`config.mk`:
```
export PLATFORM = sky130hd
export DESIGN_NAME = uart_frame_receiver_sum_check
export DESIGN_NICKNAME = d
export VERILOG_FILES = /design/src/hdl/ufsc_pkg.sv /design/src/hdl/ufsc_ram.sv /design/src/hdl/ufsc_front.sv /design/src/hdl/ufsc_cmd_queue.sv /design/src/hdl/ufsc_back.sv /design/src/hdl/uart_frame_receiver_sum_check.sv
export SDC_FILE = /design/constraint.sdc
export NUM_CORES = 1
export LEC_CHECK = 0
export BUFFER_PORTS_ARGS = -buffer_cell sky130_fd_sc_hd__buf_4
export CAP_MARGIN = 20
export CELL_PAD_IN_SITES_DETAIL_PLACEMENT = 1
export CELL_PAD_IN_SITES_GLOBAL_PLACEMENT = 1
export CORE_UTILIZATION = 45
export DETAILED_ROUTE_END_ITERATION = 12
export PLACE_DENSITY_LB_ADDON = 0.1
export SLEW_MARGIN = 20
export SYNTH_ARGS = -nofsm -noshare
export SYNTH_HDL_FRONTEND = slang
export SYNTH_SLANG_ARGS = --single-unit
export TNS_END_PERCENT = 1
```
`constraint.sdc`:
```
create_clock -name clock -period 4.16 [get_ports clock]
set_input_delay 0.416 -clock clock [delete_from_list [all_inputs] [get_ports clock]]
set_output_delay 0.416 -clock clock [all_outputs]
set_load 0.02 [all_outputs]
```
`src/hdl/ufsc_pkg.sv`:
```
`default_nettype none
// ----------------------------------------------------------------------------
// ufsc_pkg
// Shared constants and types of the delimited frame receiver with sum check.
// ----------------------------------------------------------------------------
package ufsc_pkg;

   localparam int FRAME_BYTES = 32;
   localparam int IDX_W       = $clog2(FRAME_BYTES);
   localparam int CNT_W       = $clog2(FRAME_BYTES + 1);
   localparam int RAM_ADDR_W  = IDX_W + 1;
   localparam int RAM_DEPTH   = 2 ** RAM_ADDR_W;

   localparam int CMDQ_DEPTH  = 2;
   localparam int CMDQ_PTR_W  = $clog2(CMDQ_DEPTH);
   localparam int CMDQ_CNT_W  = $clog2(CMDQ_DEPTH + 1);

   localparam int OFIFO_DEPTH = 4;
   localparam int OFIFO_PTR_W = $clog2(OFIFO_DEPTH);
   localparam int OFIFO_CNT_W = $clog2(OFIFO_DEPTH + 1);

   localparam int CSR_IDX_W = 1;
   localparam logic [CSR_IDX_W-1:0] CSR_START_CHAR = 1'd0;
   localparam logic [CSR_IDX_W-1:0] CSR_END_CHAR   = 1'd1;

   localparam logic [7:0] START_CHAR_RESET = 8'd35;
   localparam logic [7:0] END_CHAR_RESET   = 8'd42;

   typedef struct packed {
      logic bank;
      logic bad;
   } cmd_type;

   typedef struct packed {
      logic [7:0] data_byte;
      logic [4:0] byte_index;
      logic       last;
      logic       status;
   } rsp_type;

endpackage
`default_nettype wire

```
`src/hdl/ufsc_ram.sv`:
```
`default_nettype none
// ----------------------------------------------------------------------------
// ufsc_ram
// Generic single write port, single read port RAM with registered read data.
// ----------------------------------------------------------------------------
module ufsc_ram #(
   parameter int WIDTH = 8,
   parameter int DEPTH = 64
) (
   input  wire logic                     clock,
   input  wire logic                     wr_en,
   input  wire logic [$clog2(DEPTH)-1:0] wr_addr,
   input  wire logic [WIDTH-1:0]         wr_data,
   input  wire logic [$clog2(DEPTH)-1:0] rd_addr,
   output      logic [WIDTH-1:0]         rd_data
);

   logic [WIDTH-1:0] mem_ff [DEPTH];
   logic [WIDTH-1:0] rd_data_ff;

   always_ff @(posedge clock) begin
      if (wr_en) begin
         mem_ff[wr_addr] <= wr_data;
      end
      rd_data_ff <= mem_ff[rd_addr];
   end

   assign rd_data = rd_data_ff;

endmodule
`default_nettype wire

```
`src/hdl/ufsc_front.sv`:
```
`default_nettype none
// ----------------------------------------------------------------------------
// ufsc_front
// Accepts received bytes, tracks frame sync, stores bytes into the frame
// buffer and checks the sum when a frame closes.
// ----------------------------------------------------------------------------
module ufsc_front (
   input  wire logic                             clock,
   input  wire logic                             reset,
   input  wire logic                             req_push,
   output      logic                             req_full,
   input  wire logic [7:0]                       req_rx_byte,
   input  wire logic                             csr_write_en,
   input  wire logic [ufsc_pkg::CSR_IDX_W-1:0]   csr_index,
   input  wire logic [7:0]                       csr_wdata,
   input  wire logic                             cmdq_full,
   output      logic                             cmdq_push,
   output      ufsc_pkg::cmd_type                cmdq_cmd,
   output      logic                             ram_wr_en,
   output      logic [ufsc_pkg::RAM_ADDR_W-1:0]  ram_wr_addr,
   output      logic [7:0]                       ram_wr_data
);

   localparam int CNT_W = ufsc_pkg::CNT_W;
   localparam int IDX_W = ufsc_pkg::IDX_W;
   localparam logic [CNT_W-1:0] FULL_CNT = CNT_W'(ufsc_pkg::FRAME_BYTES);
   localparam logic [CNT_W-1:0] LO_CNT   = CNT_W'(ufsc_pkg::FRAME_BYTES - 2);
   localparam logic [CNT_W-1:0] HI_CNT   = CNT_W'(ufsc_pkg::FRAME_BYTES - 1);

   logic             in_frame_ff, in_frame_in;
   logic [CNT_W-1:0] count_ff, count_in;
   logic [15:0]      sum_ff, sum_in;
   logic [7:0]       ck_lo_ff, ck_lo_in;
   logic [7:0]       ck_hi_ff, ck_hi_in;
   logic             bank_ff, bank_in;
   logic [7:0]       start_ff, start_in;
   logic [7:0]       end_ff, end_in;
   logic             accept;
   logic             bad;

   assign req_full = cmdq_full;
   assign accept   = req_push && !cmdq_full;
   assign bad      = {ck_hi_ff, ck_lo_ff} != sum_ff;

   always_comb begin
      in_frame_in = in_frame_ff;
      count_in    = count_ff;
      sum_in      = sum_ff;
      ck_lo_in    = ck_lo_ff;
      ck_hi_in    = ck_hi_ff;
      bank_in     = bank_ff;
      start_in    = start_ff;
      end_in      = end_ff;
      cmdq_push   = 1'b0;
      cmdq_cmd    = '{bank: bank_ff, bad: bad};
      ram_wr_en   = 1'b0;
      ram_wr_addr = {bank_ff, count_ff[IDX_W-1:0]};
      ram_wr_data = req_rx_byte;

      if (csr_write_en && csr_index == ufsc_pkg::CSR_START_CHAR) begin
         start_in = csr_wdata;
      end
      if (csr_write_en && csr_index == ufsc_pkg::CSR_END_CHAR) begin
         end_in = csr_wdata;
      end

      if (accept) begin
         if (!in_frame_ff) begin
            if (req_rx_byte == start_ff) begin
               in_frame_in = 1'b1;
               count_in    = '0;
               sum_in      = '0;
            end
         end else if (req_rx_byte != start_ff && req_rx_byte == end_ff &&
                      count_ff == FULL_CNT) begin
            in_frame_in = 1'b0;
            count_in    = '0;
            cmdq_push   = 1'b1;
            if (!bad) begin
               bank_in = !bank_ff;
            end
         end else if (count_ff < FULL_CNT) begin
            ram_wr_en = 1'b1;
            count_in  = count_ff + CNT_W'(1);
            if (count_ff < LO_CNT) begin
               sum_in = sum_ff + 16'(req_rx_byte);
            end
            if (count_ff == LO_CNT) begin
               ck_lo_in = req_rx_byte;
            end
            if (count_ff == HI_CNT) begin
               ck_hi_in = req_rx_byte;
            end
         end else begin
            in_frame_in = 1'b0;
            count_in    = '0;
         end
      end
   end

   always_ff @(posedge clock) begin
      if (reset) begin
         in_frame_ff <= 1'b0;
         count_ff    <= '0;
         bank_ff     <= 1'b0;
         start_ff    <= ufsc_pkg::START_CHAR_RESET;
         end_ff      <= ufsc_pkg::END_CHAR_RESET;
      end else begin
         in_frame_ff <= in_frame_in;
         count_ff    <= count_in;
         bank_ff     <= bank_in;
         start_ff    <= start_in;
         end_ff      <= end_in;
      end
      sum_ff   <= sum_in;
      ck_lo_ff <= ck_lo_in;
      ck_hi_ff <= ck_hi_in;
   end

endmodule
`default_nettype wire

```
`src/hdl/ufsc_cmd_queue.sv`:
```
`default_nettype none
// ----------------------------------------------------------------------------
// ufsc_cmd_queue
// Short queue of closed frame commands between the front and the back part.
// ----------------------------------------------------------------------------
module ufsc_cmd_queue (
   input  wire logic              clock,
   input  wire logic              reset,
   input  wire logic              push,
   input  wire ufsc_pkg::cmd_type push_cmd,
   output      logic              full,
   output      logic              valid,
   output      ufsc_pkg::cmd_type head_cmd,
   input  wire logic              pop
);

   localparam int PTR_W = ufsc_pkg::CMDQ_PTR_W;
   localparam int CNT_W = ufsc_pkg::CMDQ_CNT_W;

   ufsc_pkg::cmd_type entry_ff [ufsc_pkg::CMDQ_DEPTH];
   logic [PTR_W-1:0]  wr_ptr_ff, wr_ptr_in;
   logic [PTR_W-1:0]  rd_ptr_ff, rd_ptr_in;
   logic [CNT_W-1:0]  count_ff, count_in;

   assign full     = count_ff == CNT_W'(ufsc_pkg::CMDQ_DEPTH);
   assign valid    = count_ff != '0;
   assign head_cmd = entry_ff[rd_ptr_ff];

   always_comb begin
      wr_ptr_in = wr_ptr_ff;
      rd_ptr_in = rd_ptr_ff;
      count_in  = count_ff;
      if (push) begin
         wr_ptr_in = (wr_ptr_ff == PTR_W'(ufsc_pkg::CMDQ_DEPTH - 1)) ? '0
                   : wr_ptr_ff + PTR_W'(1);
      end
      if (pop) begin
         rd_ptr_in = (rd_ptr_ff == PTR_W'(ufsc_pkg::CMDQ_DEPTH - 1)) ? '0
                   : rd_ptr_ff + PTR_W'(1);
      end
      if (push && !pop) begin
         count_in = count_ff + CNT_W'(1);
      end else if (pop && !push) begin
         count_in = count_ff - CNT_W'(1);
      end
   end

   always_ff @(posedge clock) begin
      if (reset) begin
         wr_ptr_ff <= '0;
         rd_ptr_ff <= '0;
         count_ff  <= '0;
      end else begin
         wr_ptr_ff <= wr_ptr_in;
         rd_ptr_ff <= rd_ptr_in;
         count_ff  <= count_in;
      end
      if (push) begin
         entry_ff[wr_ptr_ff] <= push_cmd;
      end
   end

endmodule
`default_nettype wire

```
`src/hdl/ufsc_back.sv`:
```
`default_nettype none
// ----------------------------------------------------------------------------
// ufsc_back
// Carries out closed frame commands: reads a checked frame out of its buffer
// bank or produces the error item, and queues results for the result port.
// ----------------------------------------------------------------------------
module ufsc_back (
   input  wire logic                             clock,
   input  wire logic                             reset,
   input  wire logic                             cmd_valid,
   input  wire ufsc_pkg::cmd_type                cmd,
   output      logic                             cmd_pop,
   output      logic [ufsc_pkg::RAM_ADDR_W-1:0]  ram_rd_addr,
   input  wire logic [7:0]                       ram_rd_data,
   output      logic                             rsp_empty,
   input  wire logic                             rsp_pop,
   output      ufsc_pkg::rsp_type                rsp
);

   localparam int IDX_W = ufsc_pkg::IDX_W;
   localparam int PTR_W = ufsc_pkg::OFIFO_PTR_W;
   localparam int OCNT_W = ufsc_pkg::OFIFO_CNT_W;
   localparam logic [IDX_W-1:0] LAST_IDX = IDX_W'(ufsc_pkg::FRAME_BYTES - 1);

   logic [IDX_W-1:0]  rd_idx_ff, rd_idx_in;
   logic              s1_valid_ff, s1_valid_in;
   logic              s1_err_ff, s1_err_in;
   logic              s1_last_ff, s1_last_in;
   logic [IDX_W-1:0]  s1_idx_ff, s1_idx_in;

   ufsc_pkg::rsp_type fifo_ff [ufsc_pkg::OFIFO_DEPTH];
   logic [PTR_W-1:0]  wr_ptr_ff, wr_ptr_in;
   logic [PTR_W-1:0]  rd_ptr_ff, rd_ptr_in;
   logic [OCNT_W-1:0] count_ff, count_in;
   logic              space;
   logic              issue;
   logic              fifo_push;
   logic              fifo_pop;
   ufsc_pkg::rsp_type push_item;

   assign space = (OCNT_W + 1)'(count_ff) + (OCNT_W + 1)'(s1_valid_ff)
                < (OCNT_W + 1)'(ufsc_pkg::OFIFO_DEPTH);
   assign issue       = cmd_valid && space;
   assign ram_rd_addr = {cmd.bank, rd_idx_ff};
   assign fifo_push   = s1_valid_ff;
   assign fifo_pop    = rsp_pop && !rsp_empty;
   assign rsp_empty   = count_ff == '0;
   assign rsp         = fifo_ff[rd_ptr_ff];

   always_comb begin
      push_item.data_byte  = s1_err_ff ? 8'd0 : ram_rd_data;
      push_item.byte_index = s1_err_ff ? 5'd0 : 5'(s1_idx_ff);
      push_item.last       = s1_last_ff;
      push_item.status     = s1_err_ff;
   end

   always_comb begin
      rd_idx_in   = rd_idx_ff;
      s1_valid_in = issue;
      s1_err_in   = cmd.bad;
      s1_last_in  = cmd.bad || rd_idx_ff == LAST_IDX;
      s1_idx_in   = rd_idx_ff;
      cmd_pop     = 1'b0;
      if (issue) begin
         if (cmd.bad || rd_idx_ff == LAST_IDX) begin
            cmd_pop   = 1'b1;
            rd_idx_in = '0;
         end else begin
            rd_idx_in = rd_idx_ff + IDX_W'(1);
         end
      end

      wr_ptr_in = wr_ptr_ff;
      rd_ptr_in = rd_ptr_ff;
      count_in  = count_ff;
      if (fifo_push) begin
         wr_ptr_in = (wr_ptr_ff == PTR_W'(ufsc_pkg::OFIFO_DEPTH - 1)) ? '0
                   : wr_ptr_ff + PTR_W'(1);
      end
      if (fifo_pop) begin
         rd_ptr_in = (rd_ptr_ff == PTR_W'(ufsc_pkg::OFIFO_DEPTH - 1)) ? '0
                   : rd_ptr_ff + PTR_W'(1);
      end
      if (fifo_push && !fifo_pop) begin
         count_in = count_ff + OCNT_W'(1);
      end else if (fifo_pop && !fifo_push) begin
         count_in = count_ff - OCNT_W'(1);
      end
   end

   always_ff @(posedge clock) begin
      if (reset) begin
         rd_idx_ff   <= '0;
         s1_valid_ff <= 1'b0;
         wr_ptr_ff   <= '0;
         rd_ptr_ff   <= '0;
         count_ff    <= '0;
      end else begin
         rd_idx_ff   <= rd_idx_in;
         s1_valid_ff <= s1_valid_in;
         wr_ptr_ff   <= wr_ptr_in;
         rd_ptr_ff   <= rd_ptr_in;
         count_ff    <= count_in;
      end
      s1_err_ff  <= s1_err_in;
      s1_last_ff <= s1_last_in;
      s1_idx_ff  <= s1_idx_in;
      if (fifo_push) begin
         fifo_ff[wr_ptr_ff] <= push_item;
      end
   end

   // The result queue never takes an item while it is full.
   assert property (@(posedge clock) disable iff (reset)
      fifo_push && !fifo_pop |-> count_ff != OCNT_W'(ufsc_pkg::OFIFO_DEPTH))
      else $error("result queue overflow");

   // A command is retired only while one is waiting.
   assert property (@(posedge clock) disable iff (reset)
      cmd_pop |-> cmd_valid)
      else $error("command retired from an empty queue");

   // The error item is always the final item of its frame.
   assert property (@(posedge clock) disable iff (reset)
      issue && cmd.bad |=> s1_valid_ff && s1_last_ff && s1_err_ff)
      else $error("error item without last mark");

   // The read index is rewound to zero after each command.
   assert property (@(posedge clock) disable iff (reset)
      cmd_pop |=> rd_idx_ff == '0)
      else $error("read index not rewound after a frame");

endmodule
`default_nettype wire

```
`src/hdl/uart_frame_receiver_sum_check.sv`:
```
`default_nettype none
// ----------------------------------------------------------------------------
// uart_frame_receiver_sum_check
// Delimited frame receiver: syncs on a start byte, buffers a frame of
// FRAME_BYTES bytes, checks the 16-bit additive sum and emits the frame or
// one checksum-error item.
// ----------------------------------------------------------------------------
// A closed frame's command passes through the command queue, the read stage
// and the result queue before its first result is on the result ports.
// Throughput: one input item per cycle and one result per cycle while the
// result port is popped; input stalls only while two closed frames wait in
// the command queue, set by the two buffer banks of the frame RAM.
// Reset: synchronous; clears sync, counters, queues and the character
// registers; the frame RAM is not cleared and needs no clearing pass.
// ----------------------------------------------------------------------------
module uart_frame_receiver_sum_check (
   input  wire logic                           clock,
   input  wire logic                           reset,
   input  wire logic                           req_push,
   output      logic                           req_full,
   input  wire logic [7:0]                     req_rx_byte,
   output      logic                           rsp_empty,
   input  wire logic                           rsp_pop,
   output      logic [7:0]                     rsp_data_byte,
   output      logic [4:0]                     rsp_byte_index,
   output      logic                           rsp_last,
   output      logic                           rsp_status,
   input  wire logic                           csr_write_en,
   input  wire logic [ufsc_pkg::CSR_IDX_W-1:0] csr_index,
   input  wire logic [7:0]                     csr_wdata
);

   logic                            cmdq_full;
   logic                            cmdq_push;
   ufsc_pkg::cmd_type               cmdq_cmd;
   logic                            cmdq_valid;
   ufsc_pkg::cmd_type               cmdq_head;
   logic                            cmdq_pop;
   logic                            ram_wr_en;
   logic [ufsc_pkg::RAM_ADDR_W-1:0] ram_wr_addr;
   logic [7:0]                      ram_wr_data;
   logic [ufsc_pkg::RAM_ADDR_W-1:0] ram_rd_addr;
   logic [7:0]                      ram_rd_data;
   ufsc_pkg::rsp_type               rsp;

   ufsc_front u_front (
      .clock       (clock),
      .reset       (reset),
      .req_push    (req_push),
      .req_full    (req_full),
      .req_rx_byte (req_rx_byte),
      .csr_write_en(csr_write_en),
      .csr_index   (csr_index),
      .csr_wdata   (csr_wdata),
      .cmdq_full   (cmdq_full),
      .cmdq_push   (cmdq_push),
      .cmdq_cmd    (cmdq_cmd),
      .ram_wr_en   (ram_wr_en),
      .ram_wr_addr (ram_wr_addr),
      .ram_wr_data (ram_wr_data)
   );

   ufsc_ram #(
      .WIDTH(8),
      .DEPTH(ufsc_pkg::RAM_DEPTH)
   ) u_ram (
      .clock  (clock),
      .wr_en  (ram_wr_en),
      .wr_addr(ram_wr_addr),
      .wr_data(ram_wr_data),
      .rd_addr(ram_rd_addr),
      .rd_data(ram_rd_data)
   );

   ufsc_cmd_queue u_cmd_queue (
      .clock   (clock),
      .reset   (reset),
      .push    (cmdq_push),
      .push_cmd(cmdq_cmd),
      .full    (cmdq_full),
      .valid   (cmdq_valid),
      .head_cmd(cmdq_head),
      .pop     (cmdq_pop)
   );

   ufsc_back u_back (
      .clock      (clock),
      .reset      (reset),
      .cmd_valid  (cmdq_valid),
      .cmd        (cmdq_head),
      .cmd_pop    (cmdq_pop),
      .ram_rd_addr(ram_rd_addr),
      .ram_rd_data(ram_rd_data),
      .rsp_empty  (rsp_empty),
      .rsp_pop    (rsp_pop),
      .rsp        (rsp)
   );

   assign rsp_data_byte  = rsp.data_byte;
   assign rsp_byte_index = rsp.byte_index;
   assign rsp_last       = rsp.last;
   assign rsp_status     = rsp.status;

endmodule
`default_nettype wire
```
== After elaboration in Yosys (flattened, before gate mapping) ==
Memories as Yosys holds them, arrays and structs flattened. A register that Yosys moved wholly into a read port is not among the register bits.
Index checks and enable logic that the tools add are counted.

* Output and inout port bits: 17
* Bits of input ports: 22
* Memories kept: 3
* Bits in registers: 80
* Bits in latches: 0
* Bits in writable memories: 576
* Logic and storage cells: 124
* Memory bits (read-only): 0

* Magnitude comparators: 3
* $mul: 0
* Add/sub/neg operators: 12
* Eq/ne operators: 14
* Multiplexer cells: 41
* Shift operators: 0
* Reduce and logical (&&, ||, !) cells: 29
* Div/mod/pow operators: 0
* Bitwise operators: 3

{| class="wikitable"
|+ Memory list
! memory !! words !! width !! rd ports !! clocked after Yosys merged registers in !! write ports !! line !! RTL
|-
| u_ram.mem_ff || 64 || 8 || 1 || 1 || 1 || ufsc_ram.sv:18 || <nowiki>logic [WIDTH-1:0] mem_ff [DEPTH];</nowiki>
|-
| u_back.fifo_ff || 4 || 15 || 1 || 1 || 1 || ufsc_back.sv:31 || <nowiki>ufsc_pkg::rsp_type fifo_ff [ufsc_pkg::OFIFO_DEPTH];</nowiki>
|-
| u_cmd_queue.entry_ff || 2 || 2 || 1 || 1 || 1 || ufsc_cmd_queue.sv:20 || <nowiki>ufsc_pkg::cmd_type entry_ff [ufsc_pkg::CMDQ_DEPTH];</nowiki>
|}

{| class="wikitable"
|+ Operators with widths
! cell !! number
|-
| 16-bit 2-to-1 mux || 5
|-
| 6-bit 2-to-1 mux || 4
|-
| 1-bit 2-to-1 mux || 21
|-
| 16-bit by 8-bit adder with 16-bit output || 1
|-
| 8-bit == test || 2
|-
| 16-bit inequality test || 1
|-
| 5-bit AND reduction || 3
|-
| 6-bit by 5-bit == test with 1-bit output, second input constant || 2
|-
| 2-bit 2-to-1 mux || 6
|-
| 1-bit logical AND || 11
|-
| 5-bit 2-to-1 mux || 2
|-
| 8-bit 2-to-1 mux || 1
|-
| 8-bit inequality test || 1
|-
| 2-bit nonzero test || 4
|-
| 1-bit logical NOT || 7
|-
| 2-bit by 1-bit adder with 2-bit output, second input constant || 3
|-
| 6-bit by 1-bit adder with 6-bit output, second input constant || 1
|-
| 2-bit == test, second input constant || 3
|-
| 6-bit == test, second input constant || 1
|-
| 6-bit by 5-bit < comparator with 1-bit output, second input constant || 1
|-
| 6-bit < comparator, second input constant || 1
|-
| 3-bit 2-to-1 mux || 2
|-
| 2-bit inequality test, second input constant || 3
|-
| 5-bit by 1-bit adder with 5-bit output, second input constant || 1
|-
| other kinds (12) || 15
|}

== Logic depth before layout (Yosys ltp) ==
Gate-level depths: netlist of the first run.

* Depth in word-level cells: 10
* Mapped depth: 12
* Depth with buffers taken out: 9

== By module ==
A second synthesis of the first run with hierarchy kept.

* Cells, all modules: 1461
* Area, all modules: 26781.9 µm²

{| class="wikitable"
|+ By module, submodules not included
! module !! area an instance (µm²) !! cells each !! times used !! seq. area each (µm²)
|-
| ufsc_ram || 20166.8 || 940 || 1 || 15534.9
|-
| ufsc_back || 3215.6 || 182 || 1 || 2242.2
|-
| ufsc_front || 3046.7 || 311 || 1 || 1441.4
|-
| ufsc_cmd_queue || 352.8 || 28 || 1 || 220.2
|}

== Least setup slack after synthesis of the first run ==
OpenSTA, ideal clock, no wires.

* Path type: register to register
* Start point: register u_back.rd_idx_ff[2]
* End point: register u_cmd_queue.count_ff[1]
* Setup time: 70 ps
* Stages on the path, launching flop included: 12
* Path buffers: 4
* Setup slack: 1438 ps
* Arrival: 2652 ps
* Required time: 4090 ps
* Period minus slack after synthesis: 2722 ps
* Cell sequence: dfxtp_1 -> clkbuf_1 -> clkbuf_1 -> buf_1 -> and3_1 -> ha_1 -> or2_2 -> clkbuf_1 -> nand2b_1 -> ha_1 -> or3_1 -> a21oi_1

* Word-level cells in the longest chain between the ends: 7
* Elaborated cells on any way between the ends: 9
* Classes of those cells: 1 x eq/ne; 3 x mux; 5 x reduce/logical

{| class="wikitable"
|+ Ends and longest elaborated chain
! element !! line !! RTL
|-
| from (decl) || ufsc_back.sv:25 || <nowiki>logic [IDX_W-1:0] rd_idx_ff, rd_idx_in;</nowiki>
|-
| from (signal assigned) || ufsc_back.sv:99 || <nowiki>rd_idx_ff <= rd_idx_in;</nowiki>
|-
| 5-bit == test * || - ||
|-
| 1-bit logical OR * || - ||
|-
| named net u_back.s1_last_in || ufsc_back.sv:28 || <nowiki>logic s1_last_ff, s1_last_in;</nowiki>
|-
| 1-bit 2-to-1 mux * || ufsc_back.sv:65 || <nowiki>if (cmd.bad || rd_idx_ff == LAST_IDX) begin</nowiki>
|-
| 1-bit 2-to-1 mux * || ufsc_back.sv:64 || <nowiki>if (issue) begin</nowiki>
|-
| 1-bit logical NOT || ufsc_cmd_queue.sv:41 || <nowiki>if (push && !pop) begin</nowiki>
|-
| 1-bit logical AND || ufsc_cmd_queue.sv:41 ||
|-
| 2-bit 2-to-1 mux / 2-bit nonzero test (equally long branches) || - ||
|-
| to (signal assigned) || ufsc_cmd_queue.sv:56 || <nowiki>count_ff <= count_in;</nowiki>
|-
| to (decl) || ufsc_cmd_queue.sv:23 || <nowiki>logic [CNT_W-1:0] count_ff, count_in;</nowiki>
|}

Mark *: on every way through the listed nets, which the timed path passes. The rest lies on a longest branch.
A chain may end at the register's enable or synchronous reset.

==> run_results.csv, run 1 <==
group,metric,value,unit
run_status,status,"finished, final reports clean",
clock_tree,cts-resized-gates,0,
logic_synthesis,ys_seq_elements,667,
setup_path,r2r_start,"u_back.rd_idx_ff[0]$_SDFFE_PP0P_",
global_route,grt_pass1_vias,13610,
logic_synthesis,synth-adder-area-share,0.01009,
setup_path,crit_arrival,3700,ps
route,drt-initial-drc-count,1018,
global_route,track_usage,0.2176,
finish,fin_area,29750,sq um
setup_path,critical_path.cell_chain,"buf_4, mux4_2, mux4_2, a22oi_1, nand2_1",
power,irDropWorstVdd,320.1,uV
placed_design,dp_slack,921.8,ps
sta,finClkSkew,17.16,ps
route,routedWlPerCell,27.71,microns
route,wirelength,62400,microns
setup_path,critPathBufInv,1,
finish,layout.cells.most_common_list,"edfxtp_1, mux4_2, nor2_1, clkbuf_16, buf_4",
clock_tree,post-cts-setup-buffers,0,
logic_synthesis,synth-simple-area-share,0.04918,
route,num_vias,12800,
clock_tree,cts_root_buf,"clkbuf_16",
setup_path,startpoint_type,"flop",
logic_synthesis,synth_cell_types,52,
run,maxCapViolCount,0,
logic_synthesis,syn_avg_cell_area,19.45,sq um
sta,hold_viol_final,0,
die,die_h,243.7,microns
setup_path,crit_required,4620,ps
logic_synthesis,yosys.area.top_type_share,0.6948,
clock_tree,clk_pin_slew_worst_paths,60,ps
power,leakagePower,9.208,nW
logic_synthesis,synth_xor_xnor_area_share,0.01533,
route,first_pass_iters,6,
finish,drive_gt1_frac,0.2369,
global_route,grt_max_degree,69,
clock_tree,ctsHoldBuffers,1,
setup_path,cpLargestDelayFamily,"multiplexers",
global_route,grt_pass1_wl,93740,microns
setup_path,path_depth,5,
placed_design,place_area,27500,sq um
logic_synthesis,synth_seq_area_share,0.7397,
clock_tree,cts_sinks,667,
sta,worst_pin_slew,1053,ps
setup_path,cp_slowest_cell,"dfxtp_4",
logic_synthesis,synth_nets,1393,
die,start_util,0.4555,
setup_path,crit_top_cell,"mux4_2",
setup_path,critPathCaptureType,"flop",
route,post_drt_via_cell_ratio,5.684,
die,ioPinCount,39,
logic_synthesis,ys.flop_type,"edfxtp_1",
setup_path,slowest_delay,840,ps
logic_synthesis,synth_top_family_by_area,"multiplexers",
finish,syn_to_final_growth,13.20,%
clock_tree,cts_tree,"done",
finish,fillers,5214,
route,drtAntennaViolNets,0,
sta,drv_slew,0,
sta,rsz0062_at_grt,"no",
power,powerDensity,481.0,nW/um^2
placed_design,dp_hpwl,39380,microns
logic_synthesis,synth_compound_area_frac,0.01957,
setup_path,worstRegToRegCells,5,
route,post-route-drc-count,0,
min_path,hold_class,"input pin to flop",
global_route,antenna_found_initial,0,
die,core-area,57700,sq um
logic_synthesis,synthTopCellsByArea,"edfxtp_1, mux4_2, dfxtp_1",
sta,fin_crit_sh,0.7795,
sta,timing.slew.headroom,0.2953,
clock_tree,clock_path_buffers,3,
die,die_x,243.7,microns
logic_synthesis,ys_async_sr_fraction,0,
sta,period_needed,3243,ps
logic_synthesis,postSynthCellCount,1351,
logic_synthesis,synth_enable_flop_cells,608,
setup_path,critPathKind,"flop to flop",
logic_synthesis,yosys.area.top_type,"edfxtp_1",
clock_tree,cts_made_buffers,71,
logic_synthesis,ys_warn_count,0,
placed_design,gp_congestion,0.7713,
global_route,overflow,0,
min_path,hold_depth,3,
clock_tree,insertion_delay,610,ps
die,rows,88,
setup_path,cp-startpoint,"u_back.rd_idx_ff[0]$_SDFFE_PP0P_",
sta,max_freq,308.4,MHz
setup_path,crit_fanout,36,
sta,finalSetupViolCount,0,
placed_design,io_buffers,38,
sta,setup_tns,0,ps
logic_synthesis,synth_area,26280,sq um
sta,worst_slack,917.2,ps
die,dieArea,59370,sq um
clock_tree,cts.htree.levels,3,
logic_synthesis,muxShareOfSynthArea,0.1531,
finish,fin_nets,1473,
finish,final_common_cell,"edfxtp_1",
min_path,worstHoldStart,"csr_wdata[1]",
cell type report:
type,instances,area (sq um),area share
multi-input cells,611,6501,0.2185
flip-flops and latches,667,19450,0.6538
diodes,1,2.502,0.00008412
clock buffers,101,1983,0.06667
clock inverters,27,247.7,0.008328
repair buffers,71,573.1,0.01926
well taps,765,957.2,0.03218
inverters,9,33.78,0.001136
Yosys cell counts, types with 4 or more instances:
library cell    n
ha_1           18
buf_2           6
dfxtp_1        59
a21oi_1        31
o21ai_0        13
xor2_1         27
nand2_1        57
clkbuf_1       33
and2_1         12
nand2b_1       11
buf_1          12
a22oi_1        12
or3_1           4
mux2i_1        15
inv_1           9
and3_1          5
nor2b_1        18
nand3_1        13
mux4_2        171
nor2_1        113
xnor2_1        19
nand4_1         9
nor4_1          4
buf_4          10
nand3b_1        9
a31oi_1         5
edfxtp_1      608
nor3_1          8
path summary, 6_finish.rpt:
| check | end | slack [ps] |
|---|---|---|
| worst max-delay path | u_ram.rd_data[4]$_DFF_P_ | 920 |
| worst min-delay path | u_front.end_ff[1]$_SDFFE_PP1P_ | 30 |
| worst min register to register | u_front.end_ff[6]$_SDFFE_PP0P_ | 470 |
| worst max register to register | u_ram.rd_data[4]$_DFF_P_ | 920 |
worst min-delay path, cell delays in order:
cell,delay [ps]
buf_4,80
nand2_1,40
nand3b_1,70
per-stage QoR:
stage / hold slack (ps) / power [mW] / std cells / util
after global routing: 10.36 / 14.75 / 2251 / 0.5155
after CTS: 1.733 / 14.46 / 2251 / 0.5155
after detailed placement: 467.8 / 8.346 / 2122 / 0.4766
after global placement: 456.1 / 8.324 / 2122 / 0.4766
after floorplan: 329.0 / 8.005 / 1351 / -
final: 34.11 / 14.31 / 2252 / 0.5156
cells by family (layout without fill, tap and decap cells):
family / after synthesis / in the layout
DFF: 667 / 667
and+or+nand+nor: 274 / 274
muxes: 188 / 188
AOI/OAI and AO/OA: 83 / 83
buffers and inverters: 73 / 208
xor gates and xnor gates: 46 / 46
adders and majority gates: 20 / 20
other: 0 / 1
report_power, final:
part           total (mW)  internal (mW)  switching, mW
logic               0.702          0.289          0.413
registers            7.48           7.39         0.0933
clock network        6.13           3.57           2.55
total                14.3           11.3           3.06
metal layers:
layer	GRT usage	vias up	part of all wire
li1	-	5607	-
met1	0.3062	6826	0.45
met2	0.3529	283	0.49
met3	0.03569	85	0.040
met4	0.05974	0	0.020
met5	0	-	0
sequential cells by signal, summed over array words and instances, names as in the netlist, 4 cells and up, named ones only:
name	count
u_ram.mem_ff	512
u_back.fifo_ff	60
u_front.sum_ff	16
u_front.ck_hi_ff	8
u_front.ck_lo_ff	8
u_front.end_ff	8
u_front.start_ff	8
u_ram.rd_data	8
u_front.count_ff	6
u_back.rd_idx_ff	5
u_back.s1_idx_ff	5
u_cmd_queue.entry_ff	4
(Power assumes the default switching activity.)
==> inputs of run 2 (changes only) <==
clock period = 3.38 ns   (was 4.16 ns; I/O delays follow)
==> run_results.csv, run 2 (same netlist as run 1, synthesis figures left out) <==
group,metric,value,unit
setup_path,critPathCaptureType,"flop",
min_path,hold_class,"input pin to flop",
sta,hold_viol_final,0,
setup_path,critPathBufInv,1,
sta,drv_slew,0,
finish,final_common_cell,"edfxtp_1",
global_route,track_usage,0.2218,
setup_path,crit_arrival,3500,ps
setup_path,crit_required,3820,ps
clock_tree,post-cts-setup-buffers,0,
placed_design,dp_hpwl,40980,microns
sta,finalSetupViolCount,0,
run_status,status,"finished, final reports clean",
placed_design,numPlacedInstances,2197,
route,drtAntennaViolNets,0,
global_route,overflow,0,
finish,final_cells,2337,
sta,period_needed,3058,ps
setup_path,slowest_delay,670,ps
setup_path,critical_path.cell_chain,"buf_4, mux4_2, mux4_2, a22oi_1, nand2_1",
power,irDropWorstVdd,393.2,uV
clock_tree,cts_root_buf,"clkbuf_16",
sta,setup_tns,0,ps
route,post-route-drc-count,0,
setup_path,startpoint_type,"flop",
die,core-area,57700,sq um
sta,rsz0062_at_grt,"no",
setup_path,cpLargestDelayFamily,"multiplexers",
clock_tree,cts_made_buffers,73,
die,dieArea,59370,sq um
placed_design,gp_congestion,0.7810,
finish,largest_reg_flops,512,
global_route,grt_max_degree,67,
finish,antenna_cells,0,
finish,drive_gt1_frac,0.2748,
setup_path,crit_top_cell,"mux4_2",
power,leakagePower,9.726,nW
sta,worst_pin_slew,872.9,ps
route,routedWlPerCell,27.29,microns
finish,top_regs,"u_ram.mem_ff: 512 flops, u_back.fifo_ff: 60 flops, u_front.sum_ff: 16 flops",
clock_tree,cts_sinks,667,
placed_design,io_buffers,38,
clock_tree,insertion_delay,600,ps
setup_path,critPathKind,"flop to flop",
finish,layout.cells.most_common_list,"edfxtp_1, mux4_2, buf_4, nor2_1, clkbuf_16",
die,die_x,243.7,microns
sta,fin_crit_sh,0.9048,
route,num_vias,13190,
die,rows,88,
finish,top_register,"u_ram.mem_ff",
power,total_power,17.96,mW
global_route,grt_pass1_vias,14060,
global_route,antenna_found_initial,1,
route,first_pass_iters,5,
route,drt-initial-drc-count,950,
finish,syn_to_final_growth,16.25,%
run,maxCapViolCount,0,
clock_tree,cts_tree,"done",
route,wirelength,63780,microns
clock_tree,cts.htree.levels,3,
sta,max_freq,327.0,MHz
setup_path,cp_slowest_cell,"dfxtp_4",
sta,finClkSkew,13.78,ps
finish,fin_nets,1557,
clock_tree,clock_path_buffers,3,
finish,fillers,5229,
route,post_drt_via_cell_ratio,5.644,
sta,timing.slew.headroom,0.4159,
die,ioPinCount,39,
clock_tree,clk_pin_slew_worst_paths,60,ps
power,powerDensity,587.9,nW/um^2
die,start_util,0.4555,
finish,utilization,0.5295,
global_route,grt_pass1_wl,94970,microns
setup_path,crit_fanout,25,
die,die_h,243.7,microns
[run 2: cell count changes in the layout (fill, tap and decap cells not counted), moves of 2 or more]
cell           change
clkbuf_1           -3
clkbuf_16          +3
buf_12             +3
buf_4             +72
bufinv_16          +2
dlygate4sd3_1      +7
clkinv_2           +2
clkbuf_8           +2
[run 2: where the power goes]
part / switching [mW] / total [mW] / leakage (nW) / internal (mW)
Clock: 3.14 / 7.87 / 1.16 / 4.73
Sequential: 0.0843 / 9.18 / 5.97 / 9.09
Combinational: 0.546 / 0.913 / 2.60 / 0.367
Total: 3.77 / 18.0 / 9.73 / 14.2
[run 2: final timing paths]
| path | startpoint | to | slack (ps) | depth (start not counted) |
|---|---|---|---|---|
| worst min register to register | u_front.start_ff[2]$_SDFFE_PP0P_ | u_front.start_ff[2]$_SDFFE_PP0P_ | 490 | 2 |
| worst max register to register | u_back.rd_idx_ff[0]$_SDFFE_PP0P_ | u_ram.rd_data[5]$_DFF_P_ | 320 | 5 |
| worst min-delay path | req_rx_byte[1] | u_front.ck_lo_ff[1]$_DFFE_PP_ | 50 | 1 |
| worst max-delay path | u_back.rd_idx_ff[0]$_SDFFE_PP0P_ | u_ram.rd_data[5]$_DFF_P_ | 320 | 5 |
[run 2: layout make-up]
class / instances / area (sq um) / share of cell area
clock buffer: 103 / 2074 / 0.06791
clock inverter: 29 / 294.0 / 0.009625
inverter: 9 / 33.78 / 0.001106
multi-input combinational: 611 / 6499 / 0.2127
sequential: 667 / 19450 / 0.6366
tap: 765 / 957.2 / 0.03133
timing repair buffer: 153 / 1244 / 0.04071
[run 2: routing by layer]
| metal | vias to the layer above | track usage | part of all wire |
|---|---|---|---|
| met5 | - | 0 | 0.00020 |
| li1 | 5763 | - | - |
| met3 | 96 | 0.04076 | 0.044 |
| met4 | 2 | 0.06489 | 0.024 |
| met1 | 7038 | 0.3077 | 0.44 |
| met2 | 290 | 0.3594 | 0.49 |
[run 2: per-stage QoR]
step / setup slack, ps / instance area [sq um] / hold WS [ps]
finish: 321.8 / 30550 / 49.21
global route: 234.3 / 30550 / 31.60
CTS: 405.7 / 30550 / 13.61
detailed placement: 409.5 / 28100 / 482.5
global placement: 423.2 / 28100 / 474.1
floorplan: 658.0 / 26280 / 329.0
[run 2: timing repair]
item,CTS,global route
hold endpoints to repair,14,0
gates resized for setup,0,0
hold buffers,8,0
==> inputs of run 3 (changes only) <==
SYNTH_HIERARCHICAL = 1   (was default)
==> run_results.csv, run 3 <==
group,metric,value,unit
run_status,status,"finished, final reports clean",
power,irDropWorstVdd,355.7,uV
logic_synthesis,ys_warn_count,6,
finish,layout.cells.most_common_list,"edfxtp_1, buf_4, mux4_2, nor2_1, clkbuf_16",
logic_synthesis,ys_async_sr_fraction,0,
finish,top_register,"u_ram/mem_ff",
finish,fin_area,30760,sq um
logic_synthesis,ys.flop_type,"edfxtp_1",
route,drt-initial-drc-count,1068,
finish,final_common_cell,"edfxtp_1",
die,die_x,246.0,microns
die,rows,89,
sta,setup_tns,0,ps
route,wirelength,64340,microns
run,maxCapViolCount,0,
sta,rsz0062_at_grt,"no",
logic_synthesis,synth_area,26780,sq um
global_route,grt_pass1_wl,96810,microns
route,post-route-drc-count,0,
sta,worst_pin_slew,872.5,ps
finish,fin_nets,1663,
finish,largest_reg_flops,512,
clock_tree,cts.htree.levels,3,
sta,fin_crit_sh,0.8782,
sta,finClkSkew,17.75,ps
clock_tree,cts_made_buffers,73,
setup_path,crit_arrival,3490,ps
route,first_pass_iters,5,
logic_synthesis,synth_seq_area_share,0.7258,
setup_path,worstRegToRegCells,8,
logic_synthesis,yosys-top-cells-count,"edfxtp_1, mux4_2, nor2_1",
setup_path,critPathKind,"flop to flop",
finish,top_regs,"u_ram/mem_ff: 512 flops, u_back/fifo_ff: 60 flops, u_front/sum_ff: 16 flops",
placed_design,io_buffers,38,
global_route,overflow,0,
sta,drv_slew,0,
min_path,hold_class,"input pin to flop",
logic_synthesis,synth.most_common_cell,"edfxtp_1",
finish,syn_to_final_growth,14.84,%
clock_tree,post-cts-setup-buffers,0,
placed_design,gp_congestion,0.7697,
clock_tree,cts-resized-gates,0,
logic_synthesis,synth_nets,1504,
route,routedWlPerCell,26.29,microns
die,start_util,0.4546,
setup_path,crit_fanout,5,
route,num_vias,14000,
clock_tree,clk_pin_slew_worst_paths,60,ps
finish,antenna_cells,0,
route,post_drt_via_cell_ratio,5.722,
clock_tree,clock_path_buffers,3,
clock_tree,cts_sinks,667,
sta,max_freq,336.9,MHz
logic_synthesis,ys_seq_elements,667,
logic_synthesis,synth_cell_types,63,
min_path,hold_depth,3,
die,core-area,58910,sq um
setup_path,critPathCaptureType,"flop",
logic_synthesis,postSynthCellCount,1461,
route,drtAntennaViolNets,0,
sta,hold_viol_final,0,
placed_design,place_area,28500,sq um
sta,timing.slew.headroom,0.4175,
die,die_h,246.0,microns
setup_path,startpoint_type,"flop",
clock_tree,insertion_delay,600,ps
global_route,grt_max_degree,68,
global_route,track_usage,0.2200,
logic_synthesis,syn_avg_cell_area,18.33,sq um
global_route,grt_pass1_vias,14760,
logic_synthesis,yosys.area.top_type_share,0.6817,
power,powerDensity,567.1,nW/um^2
clock_tree,cts_root_buf,"clkbuf_16",
die,ioPinCount,39,
finish,drive_gt1_frac,0.2491,
sta,finalSetupViolCount,0,
logic_synthesis,synthTopCellsByArea,"edfxtp_1, mux4_2, dfxtp_1",
die,dieArea,60490,sq um
clock_tree,cts_tree,"done",
logic_synthesis,yosys.area.top_type,"edfxtp_1",
setup_path,crit_required,3900,ps
finish,seqCellArea,19450,sq um
global_route,antenna_found_initial,3,
sta,period_needed,2968,ps
finish,fillers,5347,
placed_design,dp_hpwl,40790,microns
power,leakagePower,9.702,nW
logic_synthesis,synth_enable_flop_cells,608,
finish,multiInputGateArea,6774,sq um
sta,timing.hold.ws,40.88,ps
run 3: worst paths after layout:
path,startpoint,to,slack (ps)
min reg2reg,u_front/start_ff[3]$_SDFFE_PP0P_,u_front/start_ff[3]$_SDFFE_PP0P_,470
max reg2reg,u_cmd_queue/count_ff[0]$_SDFFE_PP0P_,u_cmd_queue/count_ff[1]$_SDFFE_PP0P_,410
min,csr_wdata[4],u_front/end_ff[4]$_SDFFE_PP0P_,40
max,u_cmd_queue/count_ff[0]$_SDFFE_PP0P_,u_cmd_queue/count_ff[1]$_SDFFE_PP0P_,410
run 3: power by group:
| part | internal (mW) | total (mW) | switching [mW] | leakage, nW |
|---|---|---|---|---|
| clock network | 4.27 | 7.37 | 3.09 | 1.07 |
| logic | 0.363 | 0.896 | 0.533 | 2.71 |
| registers | 9.09 | 9.18 | 0.0862 | 5.92 |
| total | 13.7 | 17.4 | 3.71 | 9.70 |
run 3: metrics by stage:
stage	cells	util	worst slack [ps]	power, mW
floorplan	1461	-	689.8	9.937
global placement	2311	0.4838	443.8	10.23
detailed placement	2311	0.4838	437.9	10.27
CTS	2447	0.5221	427.8	17.66
global route	2447	0.5221	252.3	18.02
finish	2447	0.5221	411.6	17.44
run 3: final cells by class:
class / instances / area share
timing repair buffer: 168 / 0.04361
sequential: 667 / 0.6324
inverter: 9 / 0.001098
clock inverter: 27 / 0.004841
multi-input combinational: 701 / 0.2202
clock buffer: 102 / 0.06635
tap: 773 / 0.03145
run 3: critical path, stage by stage (launching register included):
cell     delay [ps]
dfxtp_1         390
and2b_2         260
nor2b_1         280
nand2_1          80
or4_2           610
nor3_1          410
ha_1            350
or3_1           380
a21oi_1         140
run 3: cell families (layout without fill, tap and decap cells):
family	count (synthesis)	in the layout	share of synthesized area
buffers and inverters	93	306	0.02126
muxes	187	187	0.1372
adders and majority gates	21	21	0.01037
xor gates and xnor gates	43	43	0.01406
AOI/OAI and AO/OA	127	127	0.03247
and+or+nand+nor	323	323	0.05887
DFF	667	667	0.7258
run 3: routing by layer:
metal,routed length [microns],track usage,up-vias,part of all wire
li1,-,-,6137,-
met1,29490,0.3171,7454,0.46
met2,30740,0.3495,321,0.48
met3,2740,0.02914,88,0.043
met4,1357,0.06631,2,0.021
met5,12,0,-,0.00019
run 3: timing repair:
item | 4_1_cts | 5_1_grt
setup endpoints to repair | 0 | 0
hold buffers | 7 | 0
endpoints found under the hold margin | 13 | 0
